### src/wfrt_pkg.sv
`timescale 1ns / 1ps
// ============================================================================
// wfrt_pkg
// Shared types and constants for the wildcard filter rule table.
// ============================================================================
package wfrt_pkg;

  localparam int ADDR_W  = 32;
  localparam int PORT_W  = 16;
  localparam int WAY_W   = 8;
  localparam int COUNT_W = 5;

  localparam logic [ADDR_W-1:0]  ADDR_WILD = '0;
  localparam logic [PORT_W-1:0]  PORT_WILD = '0;
  localparam logic [WAY_W-1:0]   WAY_WILD  = 8'd42;
  localparam logic [COUNT_W-1:0] COUNT_MAX = 5'd31;

  typedef enum logic [1:0] {
    KIND_ADD        = 2'd0,
    KIND_FIND       = 2'd1,
    KIND_REMOVE     = 2'd2,
    KIND_REMOVE_ALL = 2'd3
  } kind_t;

  // Commands from the controller to the datapath.
  typedef struct packed {
    logic load;     // capture the request and clear the result
    logic match;    // register the match vector against the current table
    logic add;      // insert at the head, or flag the table as full
    logic remove;   // delete the newest matching rule
    logic capture;  // record the newest match as the found rule
  } ctrl_cmd_t;

  // Status from the datapath to the controller.
  typedef struct packed {
    kind_t kind;
    logic  any_match;
  } ctrl_status_t;

endpackage

### src/wfrt_ctrl.sv
`timescale 1ns / 1ps
// ============================================================================
// wfrt_ctrl
// Sequencer for one request: match, act, then hold the result until taken.
// ============================================================================
module wfrt_ctrl (
  input  logic                    clk,
  input  logic                    rst,
  input  logic                    in_valid,
  output logic                    in_stall,
  output logic                    out_valid,
  input  logic                    out_stall,
  input  wfrt_pkg::ctrl_status_t  status,
  output wfrt_pkg::ctrl_cmd_t     cmd
);
  import wfrt_pkg::*;

  typedef enum logic [1:0] {
    S_IDLE,
    S_MATCH,
    S_ACT,
    S_RESULT
  } state_t;

  state_t state;
  state_t state_next;

  always_comb begin
    cmd        = '0;
    state_next = state;
    case (state)
      S_IDLE: begin
        if (in_valid) begin
          cmd.load   = 1'b1;
          state_next = S_MATCH;
        end
      end
      S_MATCH: begin
        cmd.match  = 1'b1;
        state_next = S_ACT;
      end
      S_ACT: begin
        state_next = S_RESULT;
        case (status.kind)
          KIND_ADD: begin
            cmd.add = 1'b1;
          end
          KIND_FIND: begin
            cmd.capture = status.any_match;
          end
          KIND_REMOVE: begin
            cmd.capture = status.any_match;
            cmd.remove  = status.any_match;
          end
          KIND_REMOVE_ALL: begin
            cmd.capture = status.any_match;
            cmd.remove  = status.any_match;
            // Keep going until a fresh match pass finds nothing left.
            if (status.any_match) begin
              state_next = S_MATCH;
            end
          end
          default: begin
            state_next = S_RESULT;
          end
        endcase
      end
      S_RESULT: begin
        if (!out_stall) begin
          state_next = S_IDLE;
        end
      end
      default: begin
        state_next = S_IDLE;
      end
    endcase
  end

  always_ff @(posedge clk) begin
    if (rst) begin
      state     <= S_IDLE;
      in_stall  <= 1'b0;
      out_valid <= 1'b0;
    end else begin
      state     <= state_next;
      in_stall  <= (state_next != S_IDLE);
      out_valid <= (state_next == S_RESULT);
    end
  end

endmodule

### src/wfrt_datapath.sv
`timescale 1ns / 1ps
// ============================================================================
// wfrt_datapath
// Rule cells with per-slot wildcard compare, shift insert and shift removal.
// ============================================================================
module wfrt_datapath #(
  parameter int TABLE_DEPTH = 16
) (
  input  logic                              clk,
  input  logic                              rst,
  input  wfrt_pkg::ctrl_cmd_t               cmd,
  output wfrt_pkg::ctrl_status_t            status,
  input  logic [1:0]                        kind,
  input  logic [wfrt_pkg::ADDR_W-1:0]       rule_addr,
  input  logic [wfrt_pkg::PORT_W-1:0]       rule_port,
  input  logic [wfrt_pkg::WAY_W-1:0]        rule_way,
  output logic                              hit,
  output logic [wfrt_pkg::ADDR_W-1:0]       found_addr,
  output logic [wfrt_pkg::PORT_W-1:0]       found_port,
  output logic [wfrt_pkg::WAY_W-1:0]        found_way,
  output logic [wfrt_pkg::COUNT_W-1:0]      removed_count,
  output logic                              table_full,
  output logic [wfrt_pkg::COUNT_W-1:0]      rule_count
);
  import wfrt_pkg::*;

  localparam int CNT_W = $clog2(TABLE_DEPTH + 1);
  localparam int EXT_W = (CNT_W > COUNT_W) ? CNT_W : COUNT_W;

  logic [ADDR_W-1:0] slot_addr [TABLE_DEPTH];
  logic [PORT_W-1:0] slot_port [TABLE_DEPTH];
  logic [WAY_W-1:0]  slot_way  [TABLE_DEPTH];

  kind_t             q_kind;
  logic [ADDR_W-1:0] q_addr;
  logic [PORT_W-1:0] q_port;
  logic [WAY_W-1:0]  q_way;

  logic [CNT_W-1:0]  count;
  logic [CNT_W-1:0]  removed;
  logic              hit_q;
  logic              full_q;

  logic [TABLE_DEPTH-1:0] match_next;
  logic [TABLE_DEPTH-1:0] match_q;
  logic [TABLE_DEPTH-1:0] match_neg;
  logic [TABLE_DEPTH-1:0] first_hot;
  logic [TABLE_DEPTH-1:0] from_first;

  logic [ADDR_W-1:0] sel_addr;
  logic [PORT_W-1:0] sel_port;
  logic [WAY_W-1:0]  sel_way;

  logic              is_full;
  logic [EXT_W-1:0]  count_ext;
  logic [EXT_W-1:0]  removed_ext;

  // Each cell compares its own rule against the held request.
  always_comb begin
    for (int i = 0; i < TABLE_DEPTH; i++) begin
      match_next[i] = (CNT_W'(i) < count) &&
                      (slot_addr[i] == q_addr || slot_addr[i] == ADDR_WILD ||
                       q_addr == ADDR_WILD) &&
                      (slot_port[i] == q_port || slot_port[i] == PORT_WILD ||
                       q_port == PORT_WILD) &&
                      (slot_way[i] == q_way || slot_way[i] == WAY_WILD ||
                       q_way == WAY_WILD);
    end
  end

  // Two's complement isolates the lowest set bit (newest match) and marks
  // every slot at or behind it, which is the part that shifts on removal.
  assign match_neg  = ~match_q + TABLE_DEPTH'(1);
  assign first_hot  = match_q & match_neg;
  assign from_first = match_q | match_neg;

  always_comb begin
    sel_addr = '0;
    sel_port = '0;
    sel_way  = '0;
    for (int i = 0; i < TABLE_DEPTH; i++) begin
      sel_addr = sel_addr | (slot_addr[i] & {ADDR_W{first_hot[i]}});
      sel_port = sel_port | (slot_port[i] & {PORT_W{first_hot[i]}});
      sel_way  = sel_way  | (slot_way[i]  & {WAY_W{first_hot[i]}});
    end
  end

  assign is_full = (count == CNT_W'(TABLE_DEPTH));

  // Rule cells and request fields carry no reset.
  always_ff @(posedge clk) begin
    if (cmd.load) begin
      q_kind <= kind_t'(kind);
      q_addr <= rule_addr;
      q_port <= rule_port;
      q_way  <= rule_way;
    end
    if (cmd.add && !is_full) begin
      for (int i = TABLE_DEPTH - 1; i > 0; i--) begin
        slot_addr[i] <= slot_addr[i-1];
        slot_port[i] <= slot_port[i-1];
        slot_way[i]  <= slot_way[i-1];
      end
      slot_addr[0] <= q_addr;
      slot_port[0] <= q_port;
      slot_way[0]  <= q_way;
    end else if (cmd.remove) begin
      for (int i = 0; i < TABLE_DEPTH - 1; i++) begin
        if (from_first[i]) begin
          slot_addr[i] <= slot_addr[i+1];
          slot_port[i] <= slot_port[i+1];
          slot_way[i]  <= slot_way[i+1];
        end
      end
    end
    if (cmd.load) begin
      found_addr <= '0;
      found_port <= '0;
      found_way  <= '0;
    end else if (cmd.capture && !hit_q) begin
      found_addr <= sel_addr;
      found_port <= sel_port;
      found_way  <= sel_way;
    end
  end

  always_ff @(posedge clk) begin
    if (rst) begin
      count   <= '0;
      removed <= '0;
      hit_q   <= 1'b0;
      full_q  <= 1'b0;
      match_q <= '0;
    end else begin
      if (cmd.match) begin
        match_q <= match_next;
      end
      if (cmd.load) begin
        removed <= '0;
        hit_q   <= 1'b0;
        full_q  <= 1'b0;
      end else begin
        if (cmd.capture) begin
          hit_q <= 1'b1;
        end
        if (cmd.add) begin
          if (is_full) begin
            full_q <= 1'b1;
          end else begin
            count <= count + CNT_W'(1);
          end
        end else if (cmd.remove) begin
          count   <= count - CNT_W'(1);
          removed <= removed + CNT_W'(1);
        end
      end
    end
  end

  assign status.kind      = q_kind;
  assign status.any_match = |match_q;

  assign count_ext   = EXT_W'(count);
  assign removed_ext = EXT_W'(removed);

  assign hit           = hit_q;
  assign table_full    = full_q;
  assign rule_count    = (count_ext > EXT_W'(COUNT_MAX)) ? COUNT_MAX
                                                         : count_ext[COUNT_W-1:0];
  assign removed_count = (removed_ext > EXT_W'(COUNT_MAX)) ? COUNT_MAX
                                                           : removed_ext[COUNT_W-1:0];

endmodule

### src/wildcard_filter_rule_table.sv
`timescale 1ns / 1ps
// ============================================================================
// wildcard_filter_rule_table
// Newest-first packet-filter rule table with wildcard matching.
// ============================================================================
// A request enters on in_valid/in_stall carrying kind, rule_addr, rule_port
// and rule_way; it is taken at an edge where in_valid is high and in_stall low.
// One result per request leaves on out_valid/out_stall and is held, unchanged,
// for as long as out_stall is high. Only one request is in the block at a time.
// Every request runs a match pass and an action step; out_valid rises after
// the match and action states, and in_stall drops at the edge where the result
// is taken. A remove-all repeats the match and action pair once per deleted
// rule. The match compare runs in parallel across all cells, and removal shifts
// the cells behind the newest match down by one slot, so each deleted rule
// needs its own match and action pair.
// A synchronous reset empties the table and returns the block to idle; no
// clearing pass is needed. rule_count and removed_count saturate at 31.
// ============================================================================
module wildcard_filter_rule_table #(
  parameter int TABLE_DEPTH = 16
) (
  input  logic                          clk,
  input  logic                          rst,
  input  logic                          in_valid,
  output logic                          in_stall,
  input  logic [1:0]                    kind,
  input  logic [wfrt_pkg::ADDR_W-1:0]   rule_addr,
  input  logic [wfrt_pkg::PORT_W-1:0]   rule_port,
  input  logic [wfrt_pkg::WAY_W-1:0]    rule_way,
  output logic                          out_valid,
  input  logic                          out_stall,
  output logic                          hit,
  output logic [wfrt_pkg::ADDR_W-1:0]   found_addr,
  output logic [wfrt_pkg::PORT_W-1:0]   found_port,
  output logic [wfrt_pkg::WAY_W-1:0]    found_way,
  output logic [wfrt_pkg::COUNT_W-1:0]  removed_count,
  output logic                          table_full,
  output logic [wfrt_pkg::COUNT_W-1:0]  rule_count
);
  import wfrt_pkg::*;

  ctrl_cmd_t    cmd;
  ctrl_status_t status;

  wfrt_ctrl u_ctrl (
    .clk       (clk),
    .rst       (rst),
    .in_valid  (in_valid),
    .in_stall  (in_stall),
    .out_valid (out_valid),
    .out_stall (out_stall),
    .status    (status),
    .cmd       (cmd)
  );

  wfrt_datapath #(
    .TABLE_DEPTH (TABLE_DEPTH)
  ) u_datapath (
    .clk           (clk),
    .rst           (rst),
    .cmd           (cmd),
    .status        (status),
    .kind          (kind),
    .rule_addr     (rule_addr),
    .rule_port     (rule_port),
    .rule_way      (rule_way),
    .hit           (hit),
    .found_addr    (found_addr),
    .found_port    (found_port),
    .found_way     (found_way),
    .removed_count (removed_count),
    .table_full    (table_full),
    .rule_count    (rule_count)
  );

  // While a result is waiting, no new request may enter.
  a_result_blocks_input: assert property (@(posedge clk) disable iff (rst)
    out_valid |-> in_stall)
    else $error("request accepted while a result is pending");

  // A newly taken request cannot produce its result in the next cycle.
  a_no_early_result: assert property (@(posedge clk) disable iff (rst)
    (in_valid && !in_stall) |=> !out_valid)
    else $error("result appeared without a match pass");

  // A rejected add neither hits nor deletes anything.
  a_full_is_clean: assert property (@(posedge clk) disable iff (rst)
    (out_valid && table_full) |-> (!hit && removed_count == '0))
    else $error("full flag raised together with a hit or a removal");

  // A miss reports an all-zero rule.
  a_miss_zero_rule: assert property (@(posedge clk) disable iff (rst)
    (out_valid && !hit) |->
      (found_addr == '0 && found_port == '0 && found_way == '0))
    else $error("miss reported a nonzero rule");

endmodule
### config.mk
export PLATFORM = sky130hd
export DESIGN_NAME = wildcard_filter_rule_table
export DESIGN_NICKNAME = d
export VERILOG_FILES = /design/src/wfrt_pkg.sv /design/src/wfrt_ctrl.sv /design/src/wfrt_datapath.sv /design/src/wildcard_filter_rule_table.sv
export SDC_FILE = /design/constraint.sdc
export NUM_CORES = 2
export LEC_CHECK = 0
export BUFFER_PORTS_ARGS = -buffer_cell sky130_fd_sc_hd__buf_2
export CORE_MARGIN = 5
export CORE_UTILIZATION = 50
export CTS_CLUSTER_DIAMETER = 200
export DETAILED_ROUTE_END_ITERATION = 10
export PLACE_DENSITY = 0.65
export SLEW_MARGIN = 30
export SYNTH_ARGS = -nofsm -noshare
export SYNTH_HDL_FRONTEND = slang
export SYNTH_SLANG_ARGS = --single-unit
### constraint.sdc
create_clock -name clk -period 6.4 [get_ports clk]
set_input_delay 1.6 -clock clk [delete_from_list [all_inputs] [get_ports clk]]
set_output_delay 1.6 -clock clk [all_outputs]
set_load 0.1 [all_outputs]
# Yosys cells after proc, flatten, opt, wreduce, memory -nomap -nowiden
# Memories as Yosys holds them, arrays and structs flattened.
# Cells that the tools add are included.
op_classes:
  addsub: 4
  order_cmp: 18
  eq_ne: 74
  muxes: 124
  bitwise: 143
  n_reduce_logical: 193
op_table:
  columns: ["operator", "n"]
  rows:
  - ["32-bit logical NOT", 17]
  - ["32-bit bitwise AND", 16]
  - ["32-bit equality test", 16]
  - ["32-bit two-way mux", 15]
  - ["32-bit bitwise OR", 15]
  - ["16-bit bitwise AND", 17]
  - ["16-bit logical NOT", 17]
  - ["16-bit equality test", 16]
  - ["16-bit two-way mux", 15]
  - ["16-bit bitwise OR", 15]
  - ["8-bit by 6-bit equality test with 1-bit output (second input constant)", 17]
  - ["8-bit bitwise AND", 16]
  - ["8-bit equality test", 16]
  - ["8-bit two-way mux", 15]
  - ["8-bit bitwise OR", 15]
  - ["1-bit logical OR", 96]
  - ["1-bit two-way mux", 68]
  - ["1-bit logical AND", 50]
  - ["1-bit bitwise OR", 45]
  - ["4-bit by 5-bit less-than comparator with 1-bit output (first input constant)", 8]
  - ["5-bit two-way mux", 5]
  - ["3-bit by 5-bit less-than comparator with 1-bit output (first input constant)", 4]
  - ["16-bit by 1-bit adder with 16-bit output (second input constant)", 1]
  - ["16-bit NOT", 1]
  - ["22 further kinds", 40]
word_totals:
  register_bits: 146
  ram_bits: 896
  input_bits: 62
  mem_count: 3
memory_table:
  columns: ["name", "depth", "width", "rd", "rd_ports_with_merged_regs", "write_ports", "line_no", "rtl"]
  rows:
  - ["u_datapath.slot_addr", 16, 32, 16, 0, 16, "wfrt_datapath.sv:30", "logic [ADDR_W-1:0] slot_addr [TABLE_DEPTH];"]
  - ["u_datapath.slot_port", 16, 16, 16, 0, 16, "wfrt_datapath.sv:31", "logic [PORT_W-1:0] slot_port [TABLE_DEPTH];"]
  - ["u_datapath.slot_way", 16, 8, 16, 0, 16, "wfrt_datapath.sv:32", "logic [WAY_W-1:0] slot_way [TABLE_DEPTH];"]

# Logic depth before layout (Yosys ltp)
depth:
  word_depth: 19
  mapped_depth: 12
  depth_no_buf: 9

# Modules after synthesis
# From an unflattened synthesis, not the netlist that was laid out.
unflattened:
  hier_cells: 5053
  area_unflattened_um2: 60147.7
modules_own_cells:
  columns: ["mod", "instances", "cells_each", "area_each_um2"]
  rows:
  - ["wfrt_datapath", 1, 5030, 59960.0]
  - ["wfrt_ctrl", 1, 23, 187.7]

# Least setup slack after synthesis
# No wires, ideal clock.
synth_timing:
  kind: "register to register"
  startpoint: "register u_datapath.match_q[7]"
  endpoint: "memory u_datapath.slot_addr[8][0] (enable)"
  setup_ns: 0.547
  arrival_ns: 5.203
  path_slack_ns: 0.649
  stages_incl_launch_ff: 8
  synth_period_minus_slack_ns: 5.751
  path_cell_list: "dfxtp_1 -> buf_2 -> or3_1 -> clkbuf_1 -> nor3_4 -> buf_6 -> clkbuf_1 -> o21ai_0"
synth_rtl:
  columns: ["item", "line_no", "rtl"]
  rows:
  - ["from (decl)", "wfrt_datapath.sv:45", "logic [TABLE_DEPTH-1:0] match_q;"]
  - ["from (signal assigned)", "wfrt_datapath.sv:136", "match_q <= match_next;"]
  - ["to (decl)", "wfrt_datapath.sv:30", null]

==> summary.md <==
## Timing
* no — RSZ-0062 raised after global routing
* 69.11% — Tcrit/Tclk final
* 0 ns — post-route setup TNS
* 226.1 MHz — Fmax achieved
* 4.423 ns — final period demand of the worst path
* 1.977 ns — final setup margin
* 0.04882 ns — Fin Clk Skew
* 1.020 ns — Worst-Margin Slew
* 0 — count of pins over their slew limit
* 0 — number of failing hold endpoints at the final stage
* 31.99% — relative slew slack
* 0 — final setup violation count

## Yosys
* 954 — count of flip-flops with a built-in enable after synthesis
* 49.50% — register area share after synthesis
* 0 — synthesis warning total
* 11.83 µm² — Mapped Avg Cell Area
* sky130_fd_sc_hd__edfxtp_1 — Top FF cell, synth
* 11.52% — synthesized-area fraction occupied by and/or/nand/nor cells
* 68 — number of distinct library cells after synthesis
* sky130_fd_sc_hd__edfxtp_1 — leading area contributor after synthesis
* sky130_fd_sc_hd__edfxtp_1 (954), sky130_fd_sc_hd__xnor2_1 (643), sky130_fd_sc_hd__mux2_2 (496), sky130_fd_sc_hd__nand2_1 (461), sky130_fd_sc_hd__nor4_1 (301) — commonest cells in the synthesized netlist
* 1042 — number of register bits inferred by synthesis
* 0.1222% — fraction of the mapped netlist area in adder cells
* XOR/XNOR gates — combinational family with the most area after synthesis
* 0% — fraction of registers with async set or reset after synthesis
* sky130_fd_sc_hd__edfxtp_1 (47%), sky130_fd_sc_hd__xnor2_1 (9.2%), sky130_fd_sc_hd__mux2_2 (9.1%) — cell types with the largest area share after synthesis
* 5194 — Gate Count Post-Synth
* sky130_fd_sc_hd__edfxtp_1 — most frequent cell after synthesis
* 5262 — Post-Syn Nets
* 61440 µm² — netlist area before placement
* 46.63% — share of Yosys cell area claimed by the top area cell type
* 12.87% — parity-gate share of the synthesized area counting xor and xnor cells
* 12.56% — share of cell area taken by muxes after synthesis
* 10.32% — fraction of the mapped netlist area in compound gates

## GRT
* 45060 — via count of the first global-routing pass
* 106 — maximum number of pins on one net before global-route repair
* 34.50% — overall routing resource usage
* 331200 µm — wire length of the first global-routing pass
* 5 — number of antenna violations at the first check in global routing
* 0 — remaining global-route overflow

## Worst setup path
* flip-flop — startpoint type of the worst setup path
* simple AND/OR/NAND/NOR gates — largest delay contributor family on the critical path
* flip-flop — Crit. End Element
* 4.88 ns — arrival time worst endpoint
* reg -> reg — Worst Setup Path Type
* 0.88 ns — maximum single-stage delay on the critical path
* 6.86 ns — critical path required time
* 2 — count of buffering cells on the critical path with inverters included
* 56 — Crit Path Max Fanout
* sky130_fd_sc_hd__or4_1 — cell with the largest stage delay on the worst path
* sky130_fd_sc_hd__buf_4 — cell repeated most along the worst path
* or4_1 > nor3_4 > a31oi_2 > o21ai_4 > buf_4 > nand2_2 > buf_4 — cells along the critical path

## Finish
* 10.74% — area delta synth->final
* 10360 — filler instances
* 22.27% — share of layout cells above drive strength 1
* 6909 — fin cells
* 5243 — nets

## Routing
* 8417 — Iter 0 DRT Violations
* 234200 µm — DRT Wirelength
* 33.89 µm — average wire per cell in the routed design
* 48180 — total via count after detailed routing
* 0 — number of antenna-violating nets in the routed design
* 8 — 1st-pass router iterations
* 6.974 — via/cell ratio
* 0 — number of remaining DRC errors

## Place
* 131 — Port Buffer Count
* 174800 µm — detailed-placement wirelength estimate
* 1.012 — final weighted congestion in routability-driven placement
* 2.063 ns — minimum setup slack after placement
* 6676 — placed instance count

## Power and ir drop
* 0.0002274 V — peak supply drop
* 47.4% — sequential power share
* 0.02153 µW — static leakage
* 240.5 nW/µm² — Power Density
* 12340 µW — internal power of the cells
* 7.3% — share of power burned in combinational logic
* 4020 µW — switching power summed over all nets
* 24.56% — net switching fraction of the power
* 45.3% — clock network fraction of design power

## CTS
* 0 — cts hold-fix bufs
* 0 — post-CTS setup buffer count
* sky130_fd_sc_hd__clkbuf_16 — master cell of the clock root buffer
* 3 — htree depth
* 119 — total CTS buffers
* 0 — post-cts resize count
* 0.77 ns — clock latency at the later pin of the worst-skew pair
* 3 — maximum buffer depth of the clock tree
* 1042 — clock sinks
* 0.06 ns — post-CTS clock slew at the launch and capture registers of the worst setup and hold paths
* built — clock tree from TritonCTS

## Die
* 360.5 µm — Die W
* 128 — number of cell rows
* 50.41% — initial core utilization
* 360.5 µm — vertical extent of the die
* 132 — top-level port count
* 121900 µm² — Core ar.
* 130000 µm² — area of the die

## Flow run
* 0 — number of maximum-capacitance violations

## Outcome
* completed — status

## Worst hold path
* reg -> reg — path type of the worst min-delay path

-- kinds of logic (layout without fill, tap and decap cells) --
kind of cell             Yosys count  in the layout
AND/OR/NAND/NOR                 1311           1311
flip-flops                      1042           1042
multiplexers                     639            639
adder cells (fa/ha/maj)            6              6
buffers and inverters            438            525
XOR/XNOR                         903            903
other                              0              3
AO/OA/AOI/OAI                    855            855
-- sequential cells by signal, summed over array words and instances (netlist names), 8 cells and up --
name,cells
u_datapath.found_addr,32
u_datapath.found_port,16
u_datapath.found_way,8
u_datapath.match_q,16
u_datapath.q_addr,32
u_datapath.q_port,16
u_datapath.q_way,8
u_datapath.slot_addr,512
u_datapath.slot_port,256
u_datapath.slot_way,128
-- tightest hold or removal path: cells and delay by family (launching register included) --
family             cells  cell delay (ns)
and+or+nand+nor        1             0.06
AOI/OAI and AO/OA      1             0.06
DFF                    1             0.33
-- power groups by stage --
stage / Combinational, µW / Sequential [µW] / Clock (µW)
3_5_place_dp: 1160 / 7890 / 0
6_report: 1190 / 7760 / 7420
3_3_place_gp: 1140 / 7880 / 0
4_1_cts: 1160 / 7740 / 7470
2_1_floorplan: 772 / 7800 / 0
5_1_grt: 1230 / 7760 / 7750
-- area by class of cell --
class                           count  area (µm²)  share of cell area, %
Sequential cell                  1042       30420                  44.71
Inverter                           24       96.34                 0.1416
Timing Repair Buffer              274        1798                  2.643
Antenna cell                        3       7.507                0.01103
Multi-Input combinational cell   3714       29460                  43.30
Clock buffer                      153        3366                  4.947
Tap cell                         1625        2033                  2.989
Clock inverter                     74       855.8                  1.258
-- worst paths after layout --
| kind | startpoint | endpoint | slack, ns | cells after the start |
|---|---|---|---|---|
| worst max-delay path | u_datapath.match_q[0]$_SDFFE_PP0N_ | u_datapath.slot_addr[10][4]$_DFFE_PP_ | 1.98 | 7 |
| worst min-delay path | u_datapath.removed[4]$_SDFFE_PP0P_ | u_datapath.removed[4]$_SDFFE_PP0P_ | 0.50 | 2 |
| worst max register to register | u_datapath.match_q[0]$_SDFFE_PP0N_ | u_datapath.slot_addr[10][4]$_DFFE_PP_ | 1.98 | 7 |
| worst min register to register | u_datapath.removed[4]$_SDFFE_PP0P_ | u_datapath.removed[4]$_SDFFE_PP0P_ | 0.50 | 2 |
-- cells in the final DEF (no fill, tap or decap), types with 16 or more instances in the layout --
| cell | instances |
|---|---|
| sky130_fd_sc_hd__edfxtp_1 | 954 |
| sky130_fd_sc_hd__nand2_1 | 452 |
| sky130_fd_sc_hd__nand4_1 | 277 |
| sky130_fd_sc_hd__buf_4 | 137 |
| sky130_fd_sc_hd__nor3_1 | 38 |
| sky130_fd_sc_hd__o21ai_0 | 113 |
| sky130_fd_sc_hd__inv_1 | 22 |
| sky130_fd_sc_hd__o21a_1 | 18 |
| sky130_fd_sc_hd__nor2b_1 | 24 |
| sky130_fd_sc_hd__and4_1 | 30 |
| sky130_fd_sc_hd__a22o_1 | 154 |
| sky130_fd_sc_hd__nor4b_1 | 16 |
| sky130_fd_sc_hd__clkinv_2 | 23 |
| sky130_fd_sc_hd__a32oi_1 | 42 |
| sky130_fd_sc_hd__a31oi_1 | 29 |
| sky130_fd_sc_hd__nor4_1 | 300 |
| sky130_fd_sc_hd__dfxtp_1 | 83 |
| sky130_fd_sc_hd__o211ai_1 | 62 |
| sky130_fd_sc_hd__o22ai_1 | 18 |
| sky130_fd_sc_hd__mux2_4 | 140 |
| sky130_fd_sc_hd__nor2_1 | 52 |
| sky130_fd_sc_hd__mux2_2 | 496 |
| sky130_fd_sc_hd__nand3_1 | 33 |
| sky130_fd_sc_hd__clkbuf_16 | 127 |
| sky130_fd_sc_hd__buf_2 | 131 |
| sky130_fd_sc_hd__xor2_1 | 260 |
| sky130_fd_sc_hd__clkbuf_1 | 17 |
| sky130_fd_sc_hd__a221oi_1 | 72 |
| sky130_fd_sc_hd__bufinv_16 | 16 |
| sky130_fd_sc_hd__a22oi_1 | 151 |
| sky130_fd_sc_hd__a21oi_1 | 81 |
| sky130_fd_sc_hd__a221o_1 | 40 |
| sky130_fd_sc_hd__nor4bb_1 | 18 |
| sky130_fd_sc_hd__xnor2_1 | 643 |
-- per-layer routing --
metal,routed length (µm),track usage [%]
met1,96470,51.20
met2,96530,48.64
met3,34430,11.19
met4,6752,9.134
met5,0,0
-- per-stage QoR --
stage | utilization, % | hold WS, ns | power (µW) | cell area, µm²
after floorplan | - | 0.4403 | 8576 | 61440
after global placement | 52.28 | 0.4677 | 9022 | 63720
after detailed placement | 52.30 | 0.4742 | 9044 | 63740
after CTS | 55.76 | 0.4849 | 16380 | 67960
after global routing | 55.82 | 0.5219 | 16740 | 68030
final | 55.82 | 0.4985 | 16360 | 68030
(Power assumes the default switching activity.)
